--- src/stfs_pkg.sv ---
// ----------------------------------------------------------------------------
// stfs_pkg
// shared types and constants for the slot table with first-free allocation
// ----------------------------------------------------------------------------
package stfs_pkg;

    localparam int MODE_W = 3;
    localparam int ID_W   = 16;
    localparam int SLOT_W = 8;
    localparam int CNT_W  = 9;

    typedef enum logic [MODE_W-1:0] {
        MODE_ADD_FIRST = 3'd0,
        MODE_ADD_SLOT  = 3'd1,
        MODE_REM_ID    = 3'd2,
        MODE_REM_SLOT  = 3'd3,
        MODE_SWAP      = 3'd4,
        MODE_READ      = 3'd5,
        MODE_CLEAR     = 3'd6
    } t_mode;

    typedef struct packed {
        logic we;
        logic re;
    } t_ram_cmd;

endpackage

--- src/stfs_item_ram.sv ---
// ----------------------------------------------------------------------------
// stfs_item_ram
// single-port id store, one access per cycle, registered read data
// ----------------------------------------------------------------------------
module stfs_item_ram #(
    parameter int SLOTS = 16
) (
    input  logic                                         i_clk,
    input  stfs_pkg::t_ram_cmd                           i_cmd,
    input  logic [((SLOTS > 1) ? $clog2(SLOTS) : 1)-1:0] i_addr,
    input  logic [stfs_pkg::ID_W-1:0]                    i_wdata,
    output logic [stfs_pkg::ID_W-1:0]                    o_rdata
);
    import stfs_pkg::*;

    logic [ID_W-1:0] r_mem [SLOTS];
    logic [ID_W-1:0] r_rdata;

    always_ff @(posedge i_clk) begin
        if (i_cmd.we) begin
            r_mem[i_addr] <= i_wdata;
        end
        if (i_cmd.re) begin
            r_rdata <= r_mem[i_addr];
        end
    end

    assign o_rdata = r_rdata;

endmodule

--- src/slot_table_first_free_with_id_search.sv ---
// ----------------------------------------------------------------------------
// slot_table_first_free_with_id_search
// slot table with occupied bits, first-free add, id search and swap
//
//   channel   direction  handshake           payload
//   request   in         i_valid / o_stall   i_mode i_item_id i_slot_a i_slot_b
//   result    out        o_valid / i_stall   o_ok o_slot_out o_item_out
//                                            o_occupied_count o_table_full
//                                            o_table_empty
//
// one request at a time; add first free and remove by id scan the slots, walking
// one slot per cycle through the single port of the id store.
// reset clears the occupied bits and count at once; ids are not reset.
// a new request is taken while a result still waits on i_stall.
// ----------------------------------------------------------------------------
module slot_table_first_free_with_id_search #(
    parameter int SLOTS = 16
) (
    input  logic                         i_clk,
    input  logic                         i_rst_n,
    input  logic                         i_valid,
    output logic                         o_stall,
    input  logic [stfs_pkg::MODE_W-1:0]  i_mode,
    input  logic [stfs_pkg::ID_W-1:0]    i_item_id,
    input  logic [stfs_pkg::SLOT_W-1:0]  i_slot_a,
    input  logic [stfs_pkg::SLOT_W-1:0]  i_slot_b,
    output logic                         o_valid,
    input  logic                         i_stall,
    output logic                         o_ok,
    output logic [stfs_pkg::SLOT_W-1:0]  o_slot_out,
    output logic [stfs_pkg::ID_W-1:0]    o_item_out,
    output logic [stfs_pkg::CNT_W-1:0]   o_occupied_count,
    output logic                         o_table_full,
    output logic                         o_table_empty
);
    import stfs_pkg::*;

    localparam int               IW       = (SLOTS > 1) ? $clog2(SLOTS) : 1;
    localparam logic [IW-1:0]    LAST     = IW'(SLOTS - 1);
    localparam logic [CNT_W-1:0] FULL_CNT = CNT_W'(SLOTS);

    typedef enum logic [3:0] {
        S_IDLE,
        S_DISPATCH,
        S_FREE_SCAN,
        S_ID_SCAN,
        S_RD_WAIT,
        S_SWAP_RB,
        S_SWAP_WA,
        S_SWAP_WB,
        S_DONE
    } t_state;

    t_state            r_state;
    logic [MODE_W-1:0] r_mode;
    logic [ID_W-1:0]   r_item_id;
    logic [SLOT_W-1:0] r_slot_a;
    logic [SLOT_W-1:0] r_slot_b;
    logic [SLOTS-1:0]  r_used;
    logic [CNT_W-1:0]  r_count;
    logic [IW-1:0]     r_idx;
    logic [IW-1:0]     r_cmp_idx;
    logic              r_issue;
    logic              r_cmp_vld;
    logic [ID_W-1:0]   r_tmp;
    logic              r_ok;
    logic [SLOT_W-1:0] r_slot_res;
    logic [ID_W-1:0]   r_item_res;

    logic              r_out_valid;
    logic              r_out_ok;
    logic [SLOT_W-1:0] r_out_slot;
    logic [ID_W-1:0]   r_out_item;
    logic [CNT_W-1:0]  r_out_count;
    logic              r_out_full;
    logic              r_out_empty;

    t_ram_cmd          n_ram_cmd;
    logic [IW-1:0]     n_ram_addr;
    logic [ID_W-1:0]   n_ram_wdata;
    logic [ID_W-1:0]   ram_rdata;

    logic [IW-1:0]     idx_a;
    logic [IW-1:0]     idx_b;
    logic              a_ok;
    logic              b_ok;
    logic              add_slot_go;
    logic              rd_slot_go;
    logic              swap_go;
    logic              id_hit;

    assign idx_a       = r_slot_a[IW-1:0];
    assign idx_b       = r_slot_b[IW-1:0];
    assign a_ok        = CNT_W'(r_slot_a) < FULL_CNT;
    assign b_ok        = CNT_W'(r_slot_b) < FULL_CNT;
    assign add_slot_go = a_ok && !r_used[idx_a];
    assign rd_slot_go  = a_ok && r_used[idx_a];
    assign swap_go     = a_ok && b_ok;
    assign id_hit      = r_cmp_vld && r_used[r_cmp_idx] && (ram_rdata == r_item_id);

    // id store port control
    always_comb begin
        n_ram_cmd   = '0;
        n_ram_addr  = idx_a;
        n_ram_wdata = r_item_id;
        unique case (r_state)
            S_DISPATCH: begin
                unique case (t_mode'(r_mode))
                    MODE_ADD_SLOT: n_ram_cmd.we = add_slot_go;
                    MODE_REM_SLOT,
                    MODE_READ:     n_ram_cmd.re = rd_slot_go;
                    MODE_SWAP:     n_ram_cmd.re = swap_go;
                    default:       n_ram_cmd    = '0;
                endcase
            end
            S_FREE_SCAN: begin
                n_ram_addr   = r_idx;
                n_ram_cmd.we = !r_used[r_idx];
            end
            S_ID_SCAN: begin
                n_ram_addr   = r_idx;
                n_ram_cmd.re = r_issue;
            end
            S_SWAP_RB: begin
                n_ram_addr   = idx_b;
                n_ram_cmd.re = 1'b1;
            end
            S_SWAP_WA: begin
                n_ram_addr   = idx_a;
                n_ram_wdata  = ram_rdata;
                n_ram_cmd.we = 1'b1;
            end
            S_SWAP_WB: begin
                n_ram_addr   = idx_b;
                n_ram_wdata  = r_tmp;
                n_ram_cmd.we = 1'b1;
            end
            default: n_ram_cmd = '0;
        endcase
    end

    stfs_item_ram #(
        .SLOTS (SLOTS)
    ) u_item_ram (
        .i_clk   (i_clk),
        .i_cmd   (n_ram_cmd),
        .i_addr  (n_ram_addr),
        .i_wdata (n_ram_wdata),
        .o_rdata (ram_rdata)
    );

    always_ff @(posedge i_clk) begin
        if (!i_rst_n) begin
            r_state     <= S_IDLE;
            r_used      <= '0;
            r_count     <= '0;
            r_issue     <= 1'b0;
            r_cmp_vld   <= 1'b0;
            r_out_valid <= 1'b0;
        end else begin
            if (r_out_valid && !i_stall) begin
                r_out_valid <= 1'b0;
            end
            unique case (r_state)
                S_IDLE: begin
                    if (i_valid) begin
                        r_mode     <= i_mode;
                        r_item_id  <= i_item_id;
                        r_slot_a   <= i_slot_a;
                        r_slot_b   <= i_slot_b;
                        r_ok       <= 1'b0;
                        r_slot_res <= '0;
                        r_item_res <= '0;
                        r_state    <= S_DISPATCH;
                    end
                end
                S_DISPATCH: begin
                    unique case (t_mode'(r_mode))
                        MODE_ADD_FIRST: begin
                            r_idx <= '0;
                            if (r_count == FULL_CNT) begin
                                r_state <= S_DONE;
                            end else begin
                                r_state <= S_FREE_SCAN;
                            end
                        end
                        MODE_ADD_SLOT: begin
                            if (add_slot_go) begin
                                r_used[idx_a] <= 1'b1;
                                r_count       <= r_count + CNT_W'(1);
                                r_ok          <= 1'b1;
                            end
                            r_state <= S_DONE;
                        end
                        MODE_REM_ID: begin
                            r_idx     <= '0;
                            r_issue   <= 1'b1;
                            r_cmp_vld <= 1'b0;
                            r_state   <= S_ID_SCAN;
                        end
                        MODE_REM_SLOT: begin
                            if (rd_slot_go) begin
                                r_used[idx_a] <= 1'b0;
                                r_count       <= r_count - CNT_W'(1);
                                r_state       <= S_RD_WAIT;
                            end else begin
                                r_state <= S_DONE;
                            end
                        end
                        MODE_READ: begin
                            if (rd_slot_go) begin
                                r_state <= S_RD_WAIT;
                            end else begin
                                r_state <= S_DONE;
                            end
                        end
                        MODE_SWAP: begin
                            if (swap_go) begin
                                r_used[idx_a] <= r_used[idx_b];
                                r_used[idx_b] <= r_used[idx_a];
                                r_ok          <= 1'b1;
                                r_state       <= S_SWAP_RB;
                            end else begin
                                r_state <= S_DONE;
                            end
                        end
                        MODE_CLEAR: begin
                            r_used  <= '0;
                            r_count <= '0;
                            r_ok    <= 1'b1;
                            r_state <= S_DONE;
                        end
                        default: r_state <= S_DONE;
                    endcase
                end
                S_FREE_SCAN: begin
                    if (!r_used[r_idx]) begin
                        r_used[r_idx] <= 1'b1;
                        r_count       <= r_count + CNT_W'(1);
                        r_ok          <= 1'b1;
                        r_slot_res    <= SLOT_W'(r_idx);
                        r_state       <= S_DONE;
                    end else if (r_idx == LAST) begin
                        r_state <= S_DONE;
                    end else begin
                        r_idx <= r_idx + IW'(1);
                    end
                end
                S_ID_SCAN: begin
                    // read of r_idx overlaps compare of r_cmp_idx
                    if (id_hit) begin
                        r_used[r_cmp_idx] <= 1'b0;
                        r_count           <= r_count - CNT_W'(1);
                        r_ok              <= 1'b1;
                        r_issue           <= 1'b0;
                        r_cmp_vld         <= 1'b0;
                        r_state           <= S_DONE;
                    end else if (r_cmp_vld && (r_cmp_idx == LAST)) begin
                        r_issue   <= 1'b0;
                        r_cmp_vld <= 1'b0;
                        r_state   <= S_DONE;
                    end else begin
                        r_cmp_vld <= r_issue;
                        r_cmp_idx <= r_idx;
                        if (r_idx == LAST) begin
                            r_issue <= 1'b0;
                        end else begin
                            r_idx <= r_idx + IW'(1);
                        end
                    end
                end
                S_RD_WAIT: begin
                    r_item_res <= ram_rdata;
                    r_ok       <= 1'b1;
                    r_state    <= S_DONE;
                end
                S_SWAP_RB: begin
                    r_tmp   <= ram_rdata;
                    r_state <= S_SWAP_WA;
                end
                S_SWAP_WA: begin
                    r_state <= S_SWAP_WB;
                end
                S_SWAP_WB: begin
                    r_state <= S_DONE;
                end
                S_DONE: begin
                    if (!r_out_valid || !i_stall) begin
                        r_out_valid <= 1'b1;
                        r_out_ok    <= r_ok;
                        r_out_slot  <= r_slot_res;
                        r_out_item  <= r_item_res;
                        r_out_count <= r_count;
                        r_out_full  <= (r_count == FULL_CNT);
                        r_out_empty <= (r_count == '0);
                        r_state     <= S_IDLE;
                    end
                end
                default: r_state <= S_IDLE;
            endcase
        end
    end

    assign o_stall          = (r_state != S_IDLE);
    assign o_valid          = r_out_valid;
    assign o_ok             = r_out_ok;
    assign o_slot_out       = r_out_slot;
    assign o_item_out       = r_out_item;
    assign o_occupied_count = r_out_count;
    assign o_table_full     = r_out_full;
    assign o_table_empty    = r_out_empty;

endmodule

--- config.mk ---
export PLATFORM = sky130hd
export DESIGN_NAME = slot_table_first_free_with_id_search
export DESIGN_NICKNAME = d
export VERILOG_FILES = /design/src/stfs_pkg.sv /design/src/stfs_item_ram.sv /design/src/slot_table_first_free_with_id_search.sv
export SDC_FILE = /design/constraint.sdc
export NUM_CORES = 1
export LEC_CHECK = 0
export ABC_AREA = 1
export BUFFER_PORTS_ARGS = -buffer_cell sky130_fd_sc_hd__buf_4
export CORE_MARGIN = 5
export CORE_UTILIZATION = 53
export CTS_CLUSTER_DIAMETER = 150
export CTS_CLUSTER_SIZE = 25
export DETAILED_ROUTE_END_ITERATION = 16
export PLACE_DENSITY = 0.81
export SYNTH_ARGS = -nofsm -noshare
export SYNTH_HDL_FRONTEND = slang
export SYNTH_SLANG_ARGS = --single-unit
--- constraint.sdc ---
create_clock -name i_clk -period 5 [get_ports i_clk]
set_input_delay 0.5 -clock i_clk [delete_from_list [all_inputs] [get_ports i_clk]]
set_output_delay 0.5 -clock i_clk [all_outputs]
set_load 0.005 [all_outputs]
==> run metrics, run 1 <==
status complete, no violations; reg2reg end u_item_ram.r_mem[10][10]$_DFFE_PP_; post-CTS sizing 0; Reg2Reg Depth 11; FF+latch count, synth about 420; leakage 8.41 nW; setup_tns 0 ns; max_cap viols 0; Least-Margin Pin Slew about 1.2 ns; Post-Layout Cell Count approximately 2.6k; crit path launch type flip-flop; largest net degree at the start of global routing 65; Tcrit/Tclk final roughly two thirds; Die ar. slightly above 40000 sq um; worst hold path depth 1; Initial Utilization 53.4%; Final Skew between 0.02 and 0.025 ns; vias in the first global route ~14k; CTS buffer count 20; reg-to-reg startpoint r_state[3]$_SDFFE_PN0P_; syn avg cell area between 9 and 10 sq um; Hold Startpoint i_slot_b[5]; first-pass GRT wire length 79000 um; setup violators final 0; clock-pin slew on the worst setup and hold paths 0.10 ns; via count about 15k; async set-reset flop share out of synthesis 0%; Syn. warnings 0; Slew Viols, Final 0; cell area power density roughly 330 nW/um^2; die height slightly above 200 um; Tot Pwr 6.92 mW; # nets final between 2k and 2.5k; Logic pwr share around 15%; CTS tree built; number of buffers inserted by port buffering just over 70; initial antenna violation count 0; Final Hold Viols 0; number of setup buffers added after CTS 0; All-Layer GR Usage approximately 25%; ys flop type edfxtp_1; Crit Path Class reg2reg; GRT Residual Overflow 0; global placement routability congestion slightly below 1; DP Wirelength about 35000 um; Final ANT Viol Nets 0; Flop pwr share between 50% and 60%; DRT iter0 DRCs about 2.1k; I/O pin cnt between 70 and 80; RSZ-0062 raised after global routing false; P_int around 5.0 mW; fraction of layout cells with a size suffix above 1 under 10%; Antenna diodes 0; dpl cell area ~20000 sq um; root buf cell clkbuf_16; Arr. time, crit path ~3.5 ns; Post-Route WL slightly above 50000 um; Max clock buf depth 3; latest clock arrival within the worst-skew pair approximately 0.55 ns; nature of the critical path endpoint flip-flop; post-route design area 21000 sq um; switching pwr around 1.9 mW; Peak Freq 0.306 GHz; Area Overhead vs Synth 8.39%; die span in x between 200 and 250 um; fin crit period 3.27 ns; Core Box Area roughly 36000 sq um; vias per std cell about 5.7; IR drop worst, VDD about 240 uV; synth unique cells 44; Post-synth EDFFs 384; cts hold-fix bufs 0; hold path endpoint r_slot_b[5]$_DFFE_PP_; Clk pwr share between 20% and 30%; Slew Limit Headroom a little under a fifth; Sink Count between 400 and 500; worst-path fanout max between 40 and 50; post-synthesis sequential area ratio between 60% and 70%; Synth Cell Area slightly below 20000 sq um; Post-Syn Instances roughly 2.0k; # rows 70; H-tree depth 1; drt first pass iters 6; DRC viols 0; Wirelength per Cell roughly 20 um; Crit path required time 5.24 ns; r2r setup slk between 1.5 and 2 ns; Sw Share 27.7%; Placed Cells roughly 2.5k; Hold Path Class in2reg
-- worst max-delay path by stage --
stage / from / end / cells past startpoint
floorplan: i_rst_n / o_item_out[0]$_DFFE_PP_ / 3
CTS: r_idx[0]$_SDFFCE_PP0P_ / u_item_ram.r_mem[8][4]$_DFFE_PP_ / 13
global route: r_idx[0]$_SDFFCE_PP0P_ / u_item_ram.r_mem[8][6]$_DFFE_PP_ / 12
finish: r_state[3]$_SDFFE_PN0P_ / u_item_ram.r_mem[10][10]$_DFFE_PP_ / 11
global placement: r_idx[0]$_SDFFCE_PP0P_ / u_item_ram.r_mem[8][14]$_DFFE_PP_ / 13
detailed placement: r_idx[0]$_SDFFCE_PP0P_ / u_item_ram.r_mem[8][15]$_DFFE_PP_ / 13
-- sequential cells by signal (all words and copies together) (netlist names), 8 cells and up --
name,flops
r_slot_a,8
r_count,9
o_occupied_count,9
o_item_out,16
u_item_ram.r_mem,256
r_item_res,16
r_tmp,16
r_used,16
r_item_id,16
u_item_ram.o_rdata,16
r_slot_b,8
-- metrics by stage --
step	hold slack [ns]	worst slack, ns	utilization, %
6_report	0.119	1.73	57.8
2_1_floorplan	0.400	1.45	-
5_1_grt	0.102	1.57	57.8
3_3_place_gp	0.401	1.70	56.2
3_5_place_dp	0.407	1.51	56.2
4_1_cts	0.107	1.50	57.8
-- worst max-delay path: stages, from the launching register on --
cell	delay, ns
dfxtp_1	0.45
nor2_4	0.09
nand2_4	0.22
inv_4	0.16
nand2_1	0.16
o21ai_1	0.10
inv_2	0.07
nand2_4	0.07
nor2_4	0.90
nand2_1	0.27
nor2_1	0.16
buf_4	0.29
-- synth_stat cells, types with 5 or more instances --
library cell,number,area (sq um)
nand3_1,46,230
xor2_1,8,70.1
dfxtp_1,32,641
o31ai_1,6,45.0
inv_1,254,953
nor3_1,14,70.1
ha_1,7,87.6
a22oi_1,13,97.6
nand2_1,571,2140
edfxtp_1,384,11500
o221ai_1,13,114
buf_2,33,165
nand2_2,8,50.1
nor2_1,248,931
a31oi_1,5,31.3
o21ai_1,41,205
buf_4,11,82.6
nand4_1,22,138
inv_2,20,75.1
a21oi_1,130,651
clkbuf_1,15,56.3
buf_6,9,101
o21ai_0,91,455
nor2_4,8,90.1
-- cell families (layout without fill, tap and decap cells) --
kind of cell | Yosys count | count (layout) | synth area share (%)
compound gates | 317 | 317 | 9.07
xor+xnor | 11 | 11 | 0.497
fa+ha+maj | 7 | 7 | 0.452
buf+inv | 347 | 413 | 7.52
flops | 416 | 416 | 62.8
other cells | 1 | 4 | 0.0193
simple gates | 935 | 935 | 19.7
-- cells in the final DEF (no fill, tap or decap), types with 4 or more instances in the layout --
master	count
nand2_1	571
edfxtp_1	384
inv_1	254
nor2_1	245
a21oi_1	130
buf_4	101
o21ai_0	91
nand3_1	46
o21ai_1	41
dfxtp_1	32
nand4_1	22
inv_2	20
clkbuf_16	20
clkbuf_1	14
o221ai_2	13
nor3_1	13
a22oi_1	13
nor2_4	11
nand2_2	8
xor2_1	8
ha_1	7
o31ai_1	6
a31oi_1	5
o211ai_1	4
or2_2	4
nand2_4	4
nor2_2	4
o22ai_1	4
conb_1	4
-- final cells by class --
type,instances,area [sq um]
fill,3005,15300
sequential,416,12200
multi-input combinational,1274,5890
inverter,276,1040
timing repair buffer,101,758
tap,468,586
clock buffer,34,553
clock inverter,2,27.5
-- power groups by stage --
stage	sequential, mW	combinational (mW)	clock (mW)
finish	4.03	1.06	1.83
global route	4.05	1.16	1.98
CTS	4.03	1.03	1.86
detailed placement	4.11	1.03	0
global placement	4.11	1.00	0
floorplan	4.04	0.756	0
-- per-layer routing --
metal	vias up	track usage, %	routed length, um
met5	-	0	0
met4	0	7.01	1810
met3	114	4.13	5620
met2	859	37.7	22900
met1	6872	36.4	21000
li1	6805	-	-
Note: power is estimated with default switching activity, not from simulation.
==> run 2, diff against run 1 <==
==> constraint.sdc (replaced) <==
create_clock -name i_clk -period 3.29 [get_ports i_clk]
set_input_delay 0.329 -clock i_clk [delete_from_list [all_inputs] [get_ports i_clk]]
set_output_delay 0.329 -clock i_clk [all_outputs]
set_load 0.005 [all_outputs]
==> run metrics, run 2 (synthesis gave the netlist of run 1 again) <==
status complete, no violations; post-route design area ~22000 sq um; most frequent cells in the layout 571 x nand2_1, 384 x edfxtp_1, 254 x inv_1; Max clock buf depth 3; Placed Cells about 2.6k; initial antenna violation count 0; Least-Margin Pin Slew between 0.6 and 0.7 ns; largest net degree at the start of global routing 37; Arr. time, crit path around 3.2 ns; DP Wirelength around 35000 um; H-tree depth 1; All-Layer GR Usage roughly a quarter; critical-path cell list nor2_4, nand2_4, inv_4, nand2_1, o21ai_1, inv_2, nand2_4, nor2_4, buf_4, nand2_1, nand2_1, o21ai_0, nand2_1, inv_2, nand2_1; dpl cell area 20700 sq um; vias in the first global route approximately 14k; IR drop worst, VDD between 600 and 700 uV; Area Overhead vs Synth 11.3%; die height 201 um; max_cap viols 0; crit path launch type flip-flop; setup_tns 0 ns; Final Hold Viols 0; Core Box Area between 30000 and 40000 sq um; Wirelength per Cell approximately 20 um; slowest stage delay, CP ~0.44 ns; setup violators final 0; Peak Freq roughly 0.35 GHz; root buf cell clkbuf_16; cell area power density 489 nW/um^2; GRT Residual Overflow 0; nature of the critical path endpoint flip-flop; Slew Viols, Final 0; Crit path required time approximately 3.6 ns; leakage 8.73 nW; CP max-delay cell o21ai_0; first-pass GRT wire length 80900 um; number of setup buffers added after CTS 0; global placement routability congestion 0.963; Hold Path Class in2reg; Post-Route WL 52100 um; DRC viols 0; largest register by flop count u_item_ram.r_mem; Crit Path Class reg2reg; number of flip-flops in the largest register roughly 260; Final Skew about 0.032 ns; worst setup margin 0.455 ns; clock-pin slew on the worst setup and hold paths roughly 0.1 ns; CTS tree built; Initial Utilization a little over half; # rows 70; final hold slack 0.171 ns; I/O pin cnt 77; DRT iter0 DRCs roughly 2.1k; drt first pass iters 6; fraction of layout cells with a size suffix above 1 roughly 10%; Setup WS pre-CTS ~0.55 ns; RSZ-0062 raised after global routing false; Post-Layout Cell Count roughly 2.6k; Sink Count 416; most used cell, CP nand2_1; via count about 15k; fin crit period roughly 2.8 ns; Slew Limit Headroom a little over half; most common cell after layout, fill and taps aside nand2_1; latest clock arrival within the worst-skew pair 0.55 ns; # nets final around 2.2k; Tcrit/Tclk final between 80% and 90%; die span in x between 200 and 250 um; Antenna diodes 0; CTS buffer count 20; vias per std cell 5.69; Die ar. 40500 sq um; number of buffers inserted by port buffering between 70 and 80; Final ANT Viol Nets 0; worst-path fanout max 22
## run 2: changes by cell type in the layout (fill, tap and decap cells not counted), moves of 2 or more
cell and delta:
buf_4 +34, clkbuf_1 -8, buf_12 +3, o221ai_1 +13
o221ai_2 -13, nor2_2 -2, dlygate4sd3_1 +35, nor2_1 +2
## run 2: repair_timing
| item | CTS | global route |
|---|---|---|
| hold endpoints to repair | 35 | 0 |
| gates resized for setup | 0 | 0 |
| hold buffers | 35 | 0 |
## run 2: per-stage QoR
step                power (mW)  util, %
floorplan                 7.29        -
global placement          7.79     56.9
detailed placement        7.84     56.9
CTS                       10.5     59.4
global route              11.0     59.4
finish                    10.6     59.4
## run 2: worst paths after layout
path              slack [ns]                     from  depth (start not counted)                          endpoint
setup / recovery        0.45  r_state[3]$_SDFFE_PN0P_                         15  u_item_ram.o_rdata[15]$_DFFE_PP_
hold / removal          0.17                  i_rst_n                          3           r_count[0]$_SDFFE_PN0P_
hold reg to reg         0.43           r_ok$_DFFE_PP_                          0                    o_ok$_DFFE_PP_
setup reg to reg        0.45  r_state[3]$_SDFFE_PN0P_                         15  u_item_ram.o_rdata[15]$_DFFE_PP_
## run 2: worst max-delay path, delay by kind of cell (launching register included)
kind	cells	cell delay, ns
AND/OR/NAND/NOR	9	0.99
buffers and inverters	4	0.63
AO/OA/AOI/OAI	2	0.56
flip-flops	1	0.38
## run 2: metal layers
layer / vias to the layer above / track usage (%) / routed length [um]
li1: 6933 / - / -
met1: 7021 / 34.2 / 20300
met2: 894 / 41.5 / 24500
met3: 153 / 4.34 / 5440
met4: 0 / 7.13 / 1860
met5: - / 0 / 0
## run 2: layout make-up
class                   count  area [sq um]
well taps                 468           586
repair buffers            173          1420
clock buffers              27           548
clock inverters             2          12.5
multi-input cells        1274          5810
fillers                  2927         14800
inverters                 276          1040
flip-flops and latches    416         12200
## run 2: power by group
part / internal [mW] / switching (mW) / leakage, nW
registers: 5.93 / 0.198 / 3.74
logic: 0.557 / 1.12 / 4.72
clock network: 1.18 / 1.56 / 0.272
